### src/rtl/lcpm_pkg.sv
// Shared types and constants of the level-crossing period meter.
package lcpm_pkg;

  localparam int unsigned SAMPLE_BITS   = 16;
  localparam int unsigned TIME_BITS     = 32;
  localparam int unsigned COUNT_BITS    = 24;
  localparam int unsigned FRAC_BITS     = 8;
  localparam int unsigned PERIOD_BITS   = TIME_BITS + FRAC_BITS;
  localparam int unsigned EDGE_BITS     = COUNT_BITS;
  localparam int unsigned CFG_IDX_BITS  = 8;
  localparam int unsigned CFG_DATA_BITS = SAMPLE_BITS;

  localparam logic [CFG_IDX_BITS-1:0] CFG_MEASURE_MODE  = CFG_IDX_BITS'(0);
  localparam logic [CFG_IDX_BITS-1:0] CFG_TRIGGER_LEVEL = CFG_IDX_BITS'(1);
  localparam logic [CFG_IDX_BITS-1:0] CFG_HYST_LOW      = CFG_IDX_BITS'(2);
  localparam logic [CFG_IDX_BITS-1:0] CFG_HYST_HIGH     = CFG_IDX_BITS'(3);

  typedef struct packed {
    logic signed [SAMPLE_BITS-1:0] sample;
    logic        [TIME_BITS-1:0]   sample_time;
    logic                          last_sample;
  } lcpm_in_t;

  typedef struct packed {
    logic [PERIOD_BITS-1:0] mean_period;
    logic [PERIOD_BITS-1:0] rise_period;
    logic [PERIOD_BITS-1:0] fall_period;
    logic [EDGE_BITS-1:0]   rise_edges;
    logic [EDGE_BITS-1:0]   fall_edges;
    logic                   period_valid;
  } lcpm_out_t;

  // One finished record, waiting for its divisions.
  typedef struct packed {
    logic                  hyst;
    logic [TIME_BITS-1:0]  rise_diff;
    logic [COUNT_BITS-1:0] rise_cnt;
    logic [TIME_BITS-1:0]  fall_diff;
    logic [COUNT_BITS-1:0] fall_cnt;
  } lcpm_job_t;

endpackage

### src/rtl/lcpm_front.sv
// Front end: configuration registers, crossing detection and record accumulation.
module lcpm_front (
  input  logic                                 clk_i,
  input  logic                                 rst_ni,
  input  logic                                 cfg_valid_i,
  input  logic [lcpm_pkg::CFG_IDX_BITS-1:0]    cfg_index_i,
  input  logic [lcpm_pkg::CFG_DATA_BITS-1:0]   cfg_data_i,
  input  logic                                 in_valid_i,
  input  lcpm_pkg::lcpm_in_t                   in_data_i,
  input  logic                                 queue_full_i,
  output logic                                 push_o,
  output lcpm_pkg::lcpm_job_t                  job_o
);
  import lcpm_pkg::*;

  localparam logic [COUNT_BITS-1:0] CNT_MAX = '1;

  logic                          mode_q;
  logic signed [SAMPLE_BITS-1:0] trig_q, hyst_lo_q, hyst_hi_q;

  logic                          have_prev_q;
  logic signed [SAMPLE_BITS-1:0] prev_q;
  logic                          comp_q, comp_d;
  logic [TIME_BITS-1:0]          rise_first_q, rise_first_d, rise_last_q, rise_last_d;
  logic [TIME_BITS-1:0]          fall_first_q, fall_first_d, fall_last_q, fall_last_d;
  logic [COUNT_BITS-1:0]         rise_cnt_q, rise_cnt_d, fall_cnt_q, fall_cnt_d;
  logic                          rise_edge, fall_edge, accept;

  assign accept = in_valid_i && !queue_full_i;

  always_ff @(posedge clk_i or negedge rst_ni) begin
    if (!rst_ni) begin
      mode_q    <= 1'b0;
      trig_q    <= '0;
      hyst_lo_q <= '0;
      hyst_hi_q <= '0;
    end else if (cfg_valid_i) begin
      unique case (cfg_index_i)
        CFG_MEASURE_MODE:  mode_q    <= cfg_data_i[0];
        CFG_TRIGGER_LEVEL: trig_q    <= cfg_data_i;
        CFG_HYST_LOW:      hyst_lo_q <= cfg_data_i;
        CFG_HYST_HIGH:     hyst_hi_q <= cfg_data_i;
        default: ;
      endcase
    end
  end

  always_comb begin
    comp_d    = comp_q;
    rise_edge = 1'b0;
    fall_edge = 1'b0;
    if (mode_q) begin
      // high threshold wins when the thresholds are crossed over
      if (in_data_i.sample > hyst_hi_q) begin
        comp_d = 1'b1;
      end else if (in_data_i.sample < hyst_lo_q) begin
        comp_d = 1'b0;
      end
      rise_edge = have_prev_q && !comp_q && comp_d;
    end else begin
      rise_edge = have_prev_q && (prev_q <= trig_q) && (in_data_i.sample > trig_q);
      fall_edge = have_prev_q && (prev_q >= trig_q) && (in_data_i.sample < trig_q);
    end
  end

  always_comb begin
    rise_first_d = rise_first_q;
    rise_last_d  = rise_last_q;
    rise_cnt_d   = rise_cnt_q;
    fall_first_d = fall_first_q;
    fall_last_d  = fall_last_q;
    fall_cnt_d   = fall_cnt_q;
    if (rise_edge) begin
      if (rise_cnt_q == '0) begin
        rise_first_d = in_data_i.sample_time;
      end
      rise_last_d = in_data_i.sample_time;
      if (rise_cnt_q != CNT_MAX) begin
        rise_cnt_d = rise_cnt_q + 1'b1;
      end
    end
    if (fall_edge) begin
      if (fall_cnt_q == '0) begin
        fall_first_d = in_data_i.sample_time;
      end
      fall_last_d = in_data_i.sample_time;
      if (fall_cnt_q != CNT_MAX) begin
        fall_cnt_d = fall_cnt_q + 1'b1;
      end
    end
  end

  assign push_o          = accept && in_data_i.last_sample;
  assign job_o.hyst      = mode_q;
  assign job_o.rise_diff = rise_last_d - rise_first_d;
  assign job_o.rise_cnt  = rise_cnt_d;
  assign job_o.fall_diff = fall_last_d - fall_first_d;
  assign job_o.fall_cnt  = fall_cnt_d;

  always_ff @(posedge clk_i or negedge rst_ni) begin
    if (!rst_ni) begin
      have_prev_q  <= 1'b0;
      prev_q       <= '0;
      comp_q       <= 1'b0;
      rise_first_q <= '0;
      rise_last_q  <= '0;
      rise_cnt_q   <= '0;
      fall_first_q <= '0;
      fall_last_q  <= '0;
      fall_cnt_q   <= '0;
    end else if (accept) begin
      if (in_data_i.last_sample) begin
        have_prev_q  <= 1'b0;
        prev_q       <= '0;
        comp_q       <= 1'b0;
        rise_first_q <= '0;
        rise_last_q  <= '0;
        rise_cnt_q   <= '0;
        fall_first_q <= '0;
        fall_last_q  <= '0;
        fall_cnt_q   <= '0;
      end else begin
        have_prev_q  <= 1'b1;
        prev_q       <= in_data_i.sample;
        comp_q       <= comp_d;
        rise_first_q <= rise_first_d;
        rise_last_q  <= rise_last_d;
        rise_cnt_q   <= rise_cnt_d;
        fall_first_q <= fall_first_d;
        fall_last_q  <= fall_last_d;
        fall_cnt_q   <= fall_cnt_d;
      end
    end
  end

endmodule

### src/rtl/lcpm_fifo.sv
// Small queue of finished records between the front end and the divider.
module lcpm_fifo #(
  parameter int unsigned DEPTH = 2
) (
  input  logic                                 clk_i,
  input  logic                                 rst_ni,
  input  logic                                 push_i,
  input  lcpm_pkg::lcpm_job_t                  push_data_i,
  input  logic                                 pop_i,
  output lcpm_pkg::lcpm_job_t                  pop_data_o,
  output logic                                 full_o,
  output logic                                 empty_o,
  output logic [$clog2(DEPTH+1)-1:0]           count_o
);
  import lcpm_pkg::*;

  localparam int unsigned PTR_W = (DEPTH > 1) ? $clog2(DEPTH) : 1;
  localparam int unsigned CNT_W = $clog2(DEPTH + 1);

  lcpm_job_t           mem_q [DEPTH];
  logic [PTR_W-1:0]    wr_ptr_q, rd_ptr_q;
  logic [CNT_W-1:0]    count_q;

  assign full_o     = (count_q == CNT_W'(DEPTH));
  assign empty_o    = (count_q == '0);
  assign count_o    = count_q;
  assign pop_data_o = mem_q[rd_ptr_q];

  always_ff @(posedge clk_i) begin
    if (push_i) begin
      mem_q[wr_ptr_q] <= push_data_i;
    end
  end

  always_ff @(posedge clk_i or negedge rst_ni) begin
    if (!rst_ni) begin
      wr_ptr_q <= '0;
      rd_ptr_q <= '0;
      count_q  <= '0;
    end else begin
      if (push_i) begin
        wr_ptr_q <= (wr_ptr_q == PTR_W'(DEPTH - 1)) ? '0 : wr_ptr_q + 1'b1;
      end
      if (pop_i) begin
        rd_ptr_q <= (rd_ptr_q == PTR_W'(DEPTH - 1)) ? '0 : rd_ptr_q + 1'b1;
      end
      if (push_i && !pop_i) begin
        count_q <= count_q + 1'b1;
      end else if (pop_i && !push_i) begin
        count_q <= count_q - 1'b1;
      end
    end
  end

endmodule

### src/rtl/lcpm_back.sv
// Back end: serial divider for both mean periods and the result register.
module lcpm_back (
  input  logic                   clk_i,
  input  logic                   rst_ni,
  input  logic                   job_avail_i,
  input  lcpm_pkg::lcpm_job_t    job_i,
  output logic                   pop_o,
  output logic                   out_valid_o,
  input  logic                   out_stall_i,
  output lcpm_pkg::lcpm_out_t    out_data_o
);
  import lcpm_pkg::*;

  localparam int unsigned STEP_W = $clog2(PERIOD_BITS);
  localparam logic [STEP_W-1:0] LAST_STEP = STEP_W'(PERIOD_BITS - 1);
  localparam logic [COUNT_BITS-1:0] TWO = COUNT_BITS'(2);

  typedef enum logic [3:0] {
    ST_IDLE = 4'b0001,
    ST_RISE = 4'b0010,
    ST_FALL = 4'b0100,
    ST_DONE = 4'b1000
  } back_state_e;

  back_state_e             state_q, state_d;
  lcpm_job_t               job_q;
  logic [PERIOD_BITS-1:0]  div_q, div_next;
  logic [COUNT_BITS-1:0]   rem_q, rem_next, divisor;
  logic [COUNT_BITS:0]     shifted;
  logic                    ge;
  logic [STEP_W-1:0]       step_q;
  logic [PERIOD_BITS-1:0]  rise_quo_q, fall_quo_q;
  logic                    out_valid_q, load_out;
  lcpm_out_t               out_q, result;
  logic                    rise_ok, fall_ok, res_valid;
  logic [PERIOD_BITS-1:0]  rp, fp;
  logic [PERIOD_BITS:0]    sum;

  // Restoring division, one quotient bit per cycle; the dividend is
  // diff << FRAC_BITS, so the quotient always fits PERIOD_BITS.
  assign divisor  = (state_q == ST_RISE) ? job_q.rise_cnt - 1'b1 : job_q.fall_cnt - 1'b1;
  assign shifted  = {rem_q, div_q[PERIOD_BITS-1]};
  assign ge       = shifted >= {1'b0, divisor};
  assign rem_next = ge ? COUNT_BITS'(shifted - {1'b0, divisor}) : shifted[COUNT_BITS-1:0];
  assign div_next = {div_q[PERIOD_BITS-2:0], ge};

  assign pop_o    = (state_q == ST_IDLE) && job_avail_i;
  assign load_out = (state_q == ST_DONE) && (!out_valid_q || !out_stall_i);

  always_comb begin
    state_d = state_q;
    unique case (state_q)
      ST_IDLE: if (job_avail_i) state_d = ST_RISE;
      ST_RISE: if (step_q == LAST_STEP) state_d = ST_FALL;
      ST_FALL: if (step_q == LAST_STEP) state_d = ST_DONE;
      ST_DONE: if (load_out) state_d = ST_IDLE;
      default: state_d = ST_IDLE;
    endcase
  end

  always_ff @(posedge clk_i or negedge rst_ni) begin
    if (!rst_ni) begin
      state_q     <= ST_IDLE;
      step_q      <= '0;
      out_valid_q <= 1'b0;
    end else begin
      state_q <= state_d;
      if (state_q == ST_RISE || state_q == ST_FALL) begin
        step_q <= (step_q == LAST_STEP) ? '0 : step_q + 1'b1;
      end else begin
        step_q <= '0;
      end
      if (load_out) begin
        out_valid_q <= 1'b1;
      end else if (!out_stall_i) begin
        out_valid_q <= 1'b0;
      end
    end
  end

  always_ff @(posedge clk_i) begin
    if (pop_o) begin
      job_q <= job_i;
      div_q <= {job_i.rise_diff, {FRAC_BITS{1'b0}}};
      rem_q <= '0;
    end else if (state_q == ST_RISE) begin
      if (step_q == LAST_STEP) begin
        rise_quo_q <= div_next;
        div_q      <= {job_q.fall_diff, {FRAC_BITS{1'b0}}};
        rem_q      <= '0;
      end else begin
        div_q <= div_next;
        rem_q <= rem_next;
      end
    end else if (state_q == ST_FALL) begin
      if (step_q == LAST_STEP) begin
        fall_quo_q <= div_next;
      end
      div_q <= div_next;
      rem_q <= rem_next;
    end
    if (load_out) begin
      out_q <= result;
    end
  end

  always_comb begin
    rise_ok   = job_q.rise_cnt >= TWO;
    fall_ok   = !job_q.hyst && (job_q.fall_cnt >= TWO);
    res_valid = rise_ok && (job_q.hyst || fall_ok);
    rp        = rise_ok ? rise_quo_q : '0;
    fp        = fall_ok ? fall_quo_q : '0;
    sum       = {1'b0, rp} + {1'b0, fp};
    result.rise_period  = rp;
    result.fall_period  = fp;
    result.rise_edges   = EDGE_BITS'(job_q.rise_cnt);
    result.fall_edges   = job_q.hyst ? '0 : EDGE_BITS'(job_q.fall_cnt);
    result.period_valid = res_valid;
    if (!res_valid) begin
      result.mean_period = '0;
    end else if (job_q.hyst) begin
      result.mean_period = rp;
    end else begin
      result.mean_period = sum[PERIOD_BITS:1];
    end
  end

  assign out_valid_o = out_valid_q;
  assign out_data_o  = out_q;

endmodule

### src/rtl/level_crossing_period_meter.sv
// Top level of the level-crossing period meter.
//
// Samples of a record enter on in_valid_i/in_data_i, one beat per cycle,
// held off by in_stall_o only while the record queue is full. The beat that
// carries last_sample closes the record: its counts and time spans go into a
// queue of FIFO_DEPTH entries and the record state clears at once, so the
// next record may start in the following cycle.
// A serial divider takes one record from the queue and works out both mean
// periods on one shared divider, one quotient bit per cycle; it takes a
// new record only after the last result is loaded. The result appears on
// out_valid_o/out_data_o when both divisions are done and stays there while
// out_stall_i is high; the divider may finish the next record and wait.
// Configuration writes on cfg_valid_i/cfg_index_i/cfg_data_i are always
// taken (cfg_ready_o is high); unknown indices are dropped. Write only when
// the block is idle.
// Reset clears the registers to zero, the record state and the queue.
module level_crossing_period_meter #(
  parameter int unsigned FIFO_DEPTH = 2
) (
  input  logic                                 clk_i,
  input  logic                                 rst_ni,
  input  logic                                 cfg_valid_i,
  output logic                                 cfg_ready_o,
  input  logic [lcpm_pkg::CFG_IDX_BITS-1:0]    cfg_index_i,
  input  logic [lcpm_pkg::CFG_DATA_BITS-1:0]   cfg_data_i,
  input  logic                                 in_valid_i,
  output logic                                 in_stall_o,
  input  lcpm_pkg::lcpm_in_t                   in_data_i,
  output logic                                 out_valid_o,
  input  logic                                 out_stall_i,
  output lcpm_pkg::lcpm_out_t                  out_data_o
);
  import lcpm_pkg::*;

  localparam int unsigned CNT_W = $clog2(FIFO_DEPTH + 1);

  lcpm_job_t          push_job, pop_job;
  logic               push, pop, q_full, q_empty;
  logic [CNT_W-1:0]   q_count;

  assign cfg_ready_o = 1'b1;
  assign in_stall_o  = q_full;

  lcpm_front u_front (
    .clk_i        (clk_i),
    .rst_ni       (rst_ni),
    .cfg_valid_i  (cfg_valid_i),
    .cfg_index_i  (cfg_index_i),
    .cfg_data_i   (cfg_data_i),
    .in_valid_i   (in_valid_i),
    .in_data_i    (in_data_i),
    .queue_full_i (q_full),
    .push_o       (push),
    .job_o        (push_job)
  );

  lcpm_fifo #(
    .DEPTH (FIFO_DEPTH)
  ) u_fifo (
    .clk_i       (clk_i),
    .rst_ni      (rst_ni),
    .push_i      (push),
    .push_data_i (push_job),
    .pop_i       (pop),
    .pop_data_o  (pop_job),
    .full_o      (q_full),
    .empty_o     (q_empty),
    .count_o     (q_count)
  );

  lcpm_back u_back (
    .clk_i       (clk_i),
    .rst_ni      (rst_ni),
    .job_avail_i (!q_empty),
    .job_i       (pop_job),
    .pop_o       (pop),
    .out_valid_o (out_valid_o),
    .out_stall_i (out_stall_i),
    .out_data_o  (out_data_o)
  );

  a_queue_bound : assert property (@(posedge clk_i) disable iff (!rst_ni)
    q_count <= CNT_W'(FIFO_DEPTH))
    else $error("record queue count beyond its depth");

  a_valid_edges : assert property (@(posedge clk_i) disable iff (!rst_ni)
    (out_valid_o && out_data_o.period_valid) |-> (out_data_o.rise_edges >= EDGE_BITS'(2)))
    else $error("valid period with fewer than two rising crossings");

  a_mean_zero : assert property (@(posedge clk_i) disable iff (!rst_ni)
    (out_valid_o && !out_data_o.period_valid) |-> (out_data_o.mean_period == '0))
    else $error("mean period given for an invalid record");

  a_queue_pop : assert property (@(posedge clk_i) disable iff (!rst_ni)
    (q_empty && !push) |=> (q_count == '0 || $past(push)))
    else $error("record queue filled without a push");

endmodule
### config.mk
export PLATFORM = sky130hd
export DESIGN_NAME = level_crossing_period_meter
export DESIGN_NICKNAME = d
export VERILOG_FILES = /design/src/rtl/lcpm_pkg.sv /design/src/rtl/lcpm_front.sv /design/src/rtl/lcpm_fifo.sv /design/src/rtl/lcpm_back.sv /design/src/rtl/level_crossing_period_meter.sv
export SDC_FILE = /design/constraint.sdc
export NUM_CORES = 2
export LEC_CHECK = 0
export BUFFER_PORTS_ARGS = -buffer_cell sky130_fd_sc_hd__buf_2
export CORE_MARGIN = 5
export CORE_UTILIZATION = 48
export DETAILED_ROUTE_END_ITERATION = 10
export PLACE_DENSITY_LB_ADDON = 0.15
export RECOVER_POWER = 25
export SLEW_MARGIN = 20
export SYNTH_ARGS = -nofsm -noshare
export SYNTH_HDL_FRONTEND = slang
export SYNTH_HIERARCHICAL = 1
export SYNTH_SLANG_ARGS = --single-unit
### constraint.sdc
create_clock -name clk_i -period 12.45 [get_ports clk_i]
set_input_delay 1.245 -clock clk_i [delete_from_list [all_inputs] [get_ports clk_i]]
set_output_delay 1.245 -clock clk_i [all_outputs]
set_load 0.05 [all_outputs]
==> impl_metrics.json <==
{
  "worstPathMaxFanout": 87,
  "drt_iter0_drc": 2616,
  "numCtsBuffers": 94,
  "dieArea_sq_um": 100000,
  "drt_wl_total_mm": 114,
  "drc": 0,
  "insertion_delay_ns": 0.67,
  "clock_skew_ns": 0.0228,
  "stdcell_count": 5476,
  "vias": 31100,
  "clock_sinks": 878,
  "setup.worst_path.class": "primary input to asynchronous set/reset pin",
  "track_usage_pct": 22.4,
  "cts_root_buf": "clkbuf_16",
  "vias_per_cell": 5.68,
  "maxCapViolations": 9,
  "hold_viol": 0,
  "final_nets": 4407,
  "power_density_nw_per_um2": 247,
  "cp-end-kind": "asynchronous set/reset pin",
  "reg2reg_slack_ns": 5.12,
  "ys_ff_latch": 878,
  "synth_nets": 4200,
  "cp_data_arrival_time_ns": 8.27,
  "cp_data_required_time_ns": 13.12,
  "r2r-start": "u_front/trig_q[13]$_DFFE_PN0P_",
  "yosysWarnings": 6,
  "ys_seq_area_share_pct": 55.0,
  "rows": 112,
  "relSlewSlack_pct": -236,
  "grt_pass1_wl_mm": 177,
  "layout_worst_path_cycle_share_pct": 61.1,
  "synth_top_flop_cell": "edfxtp_1",
  "post-route-min-period_ns": 7.60,
  "first_global_vias": 30100,
  "max-vdd-ir-drop_mv": 0.139,
  "initial_core_util_pct": 48.3,
  "ys_types": 111,
  "num_io_pins": 250,
  "grt_start_max_net_pins": 98,
  "path_clk_slew_ns": 0.06,
  "first_pass_iters": 6,
  "holdCritPathClass": "register to register",
  "timing.rr.end": "u_fifo/mem_q[0][54]$_DFFE_PP_",
  "critPathLaunch": "rst_ni",
  "placed_cells": 5296,
  "p_leak_nw": 20.6,
  "ctsHoldBuffers": 0,
  "antenna_left": 0,
  "core_area_sq_um": 93200,
  "fin_setup_tns_ns": 0,
  "syn_inst": 3931,
  "cts_tree": "built",
  "slew_violations": 518,
  "violations": "capacitance limit, slew limit",
  "grt-ovfl-total": 0,
  "routedWlPerCell_um": 20.8,
  "die_height_um": 316,
  "place_congestion": 0.876,
  "rsz0062_at_grt": "no",
  "cts_setup_buffers": 0,
  "fp.dieW_um": 316,
  "fmax_mhz": 132,
  "hold_depth": 1,
  "critical_path.endpoint": "u_front/fall_first_q[28]$_DFFE_PN0P_",
  "synthesis.area_sq_um": 45000,
  "drive_gt1_share_pct": 14.0,
  "dp_hpwl_mm": 78.8,
  "reg2regPathDepth": 23,
  "setup_viol": 0,
  "port_buffers": 248,
  "htree_levels": 3,
  "postSynth.asyncResetShare_pct": 29.4,
  "cts_resized": 0,
  "syn_area_per_cell_sq_um": 11.5,
  "syn2layout_area_growth_pct": 12.0,
  "status": "complete, but fails checks",
  "antenna_found_initial": 2,
  "synth_edf_count": 588,
  "clock_path_buffers": 3,
  "start_kind": "primary input",
  "worst_slew_pin_slew_ns": 5.04
}
-- synth_stat cells (20+ instances only) --
master | n | share of area, %
a211oi_1 | 22 | 0.37
a21o_1 | 66 | 1.1
a21oi_1 | 180 | 2.0
a22o_1 | 77 | 1.5
and2_1 | 97 | 1.3
and3_1 | 25 | 0.35
buf_1 | 20 | 0.17
clkbuf_1 | 124 | 1.0
dfrtp_1 | 257 | 14
dfxtp_1 | 32 | 1.4
edfxtp_1 | 588 | 39
ha_1 | 187 | 5.2
inv_1 | 133 | 1.1
mux2_2 | 94 | 2.3
mux2_4 | 60 | 2.0
mux2i_1 | 135 | 3.0
nand2_1 | 521 | 4.3
nand2b_1 | 29 | 0.40
nand3_1 | 77 | 0.86
nand3b_1 | 20 | 0.33
nand4_1 | 37 | 0.51
nor2_1 | 164 | 1.4
nor2b_1 | 53 | 0.74
nor3_1 | 56 | 0.62
o21ai_0 | 275 | 3.1
o21ai_1 | 22 | 0.24
o21bai_1 | 21 | 0.35
o31ai_1 | 29 | 0.48
xnor2_1 | 101 | 2.0
xor2_1 | 94 | 1.8
-- where the power goes --
part / internal (mW) / leakage (nW) / total [mW] / switching (mW)
Sequential: 4.22 / 9.12 / 4.63 / 0.410
Clock: 1.70 / 1.56 / 2.89 / 1.19
Combinational: 1.81 / 9.89 / 4.94 / 3.13
Total: 7.73 / 20.6 / 12.5 / 4.73
-- worst min-delay path by stage --
stage	end	slack, ns	start
after CTS	u_back/step_q[0]$_DFF_PN0_	0.47	u_back/step_q[0]$_DFF_PN0_
after global placement	u_back/step_q[0]$_DFF_PN0_	0.45	u_back/step_q[0]$_DFF_PN0_
final	u_back/step_q[0]$_DFF_PN0_	0.46	u_back/step_q[0]$_DFF_PN0_
after detailed placement	u_back/step_q[0]$_DFF_PN0_	0.46	u_back/step_q[0]$_DFF_PN0_
after global routing	u_back/step_q[0]$_DFF_PN0_	0.49	u_back/step_q[0]$_DFF_PN0_
after floorplan	u_back/step_q[0]$_DFF_PN0_	0.43	u_back/step_q[0]$_DFF_PN0_
-- placed cells by master (no fill, tap or decap), drive strengths merged, types with 94 or more instances in the layout --
master  count
a21oi     181
and2       97
buf       277
clkbuf    127
dfrtp     257
edfxtp    588
ha        187
inv       141
mux2      156
mux2i     135
nand2     521
nor2      165
o21ai     298
xnor2     101
xor2       94
-- logic make-up (layout without fill, tap and decap cells) --
group                      count (synthesis)  after routing  synth area share, %
AOI/OAI and AO/OA                        889            889                 13.1
xor gates and xnor gates                 195            195                 3.79
adders and majority gates                191            191                 5.37
buffers and inverters                    310            598                 2.86
DFF                                      878            878                 55.0
muxes                                    291            291                 7.40
other                                      1              4              0.00832
and+or+nand+nor                         1176           1176                 12.5
-- critical path, stage by stage --
cell	delay, ns
clkbuf_1	3.47
clkbuf_1	2.45
buf_4	0.95
-- flip-flops by register name, summed over array words and instances (netlist names), 32 cells and up --
signal and flops:
u_back/fall_quo_q 40, u_back/out_data_o 169, u_front/rise_last_q 32, u_fifo/mem_q 226
u_front/fall_last_q 32, u_back/job_q 81, u_back/div_q 40, u_front/rise_first_q 32
u_back/rise_quo_q 40, u_front/fall_first_q 32
-- final cells by class --
class	instances	area (sq um)
Sequential cell	878	24800
Antenna cell	3	7.51
Tap cell	1254	1570
Clock inverter	59	686
Inverter	135	508
Fill cell	8163	42700
Multi-Input combinational cell	2743	18900
Clock buffer	118	2520
Timing Repair Buffer	286	1500
-- per-layer routing --
layer	routed length, um	part of all wire (%)	up-vias	global-route usage (%)
li1	-	-	14900	-
met1	53500	47	15200	32.9
met2	51300	45	913	35.3
met3	6580	5.8	162	3.54
met4	2530	2.2	2	5.61
met5	12	0.011	-	0
-- per-stage QoR --
stage / instance area (sq um) / hold WS [ns] / total power, mW / setup slack, ns / utilization (%)
global route: 50400 / 0.485 / 13.2 / 3.43 / 54.1
global placement: 47500 / 0.448 / 9.57 / 4.57 / 51.0
finish: 50500 / 0.465 / 12.5 / 4.85 / 54.1
floorplan: 45000 / 0.433 / 8.13 / 2.31 / -
detailed placement: 47500 / 0.458 / 9.64 / 4.51 / 51.0
CTS: 50700 / 0.465 / 12.6 / 5.17 / 54.4
(Power assumes the default switching activity.)
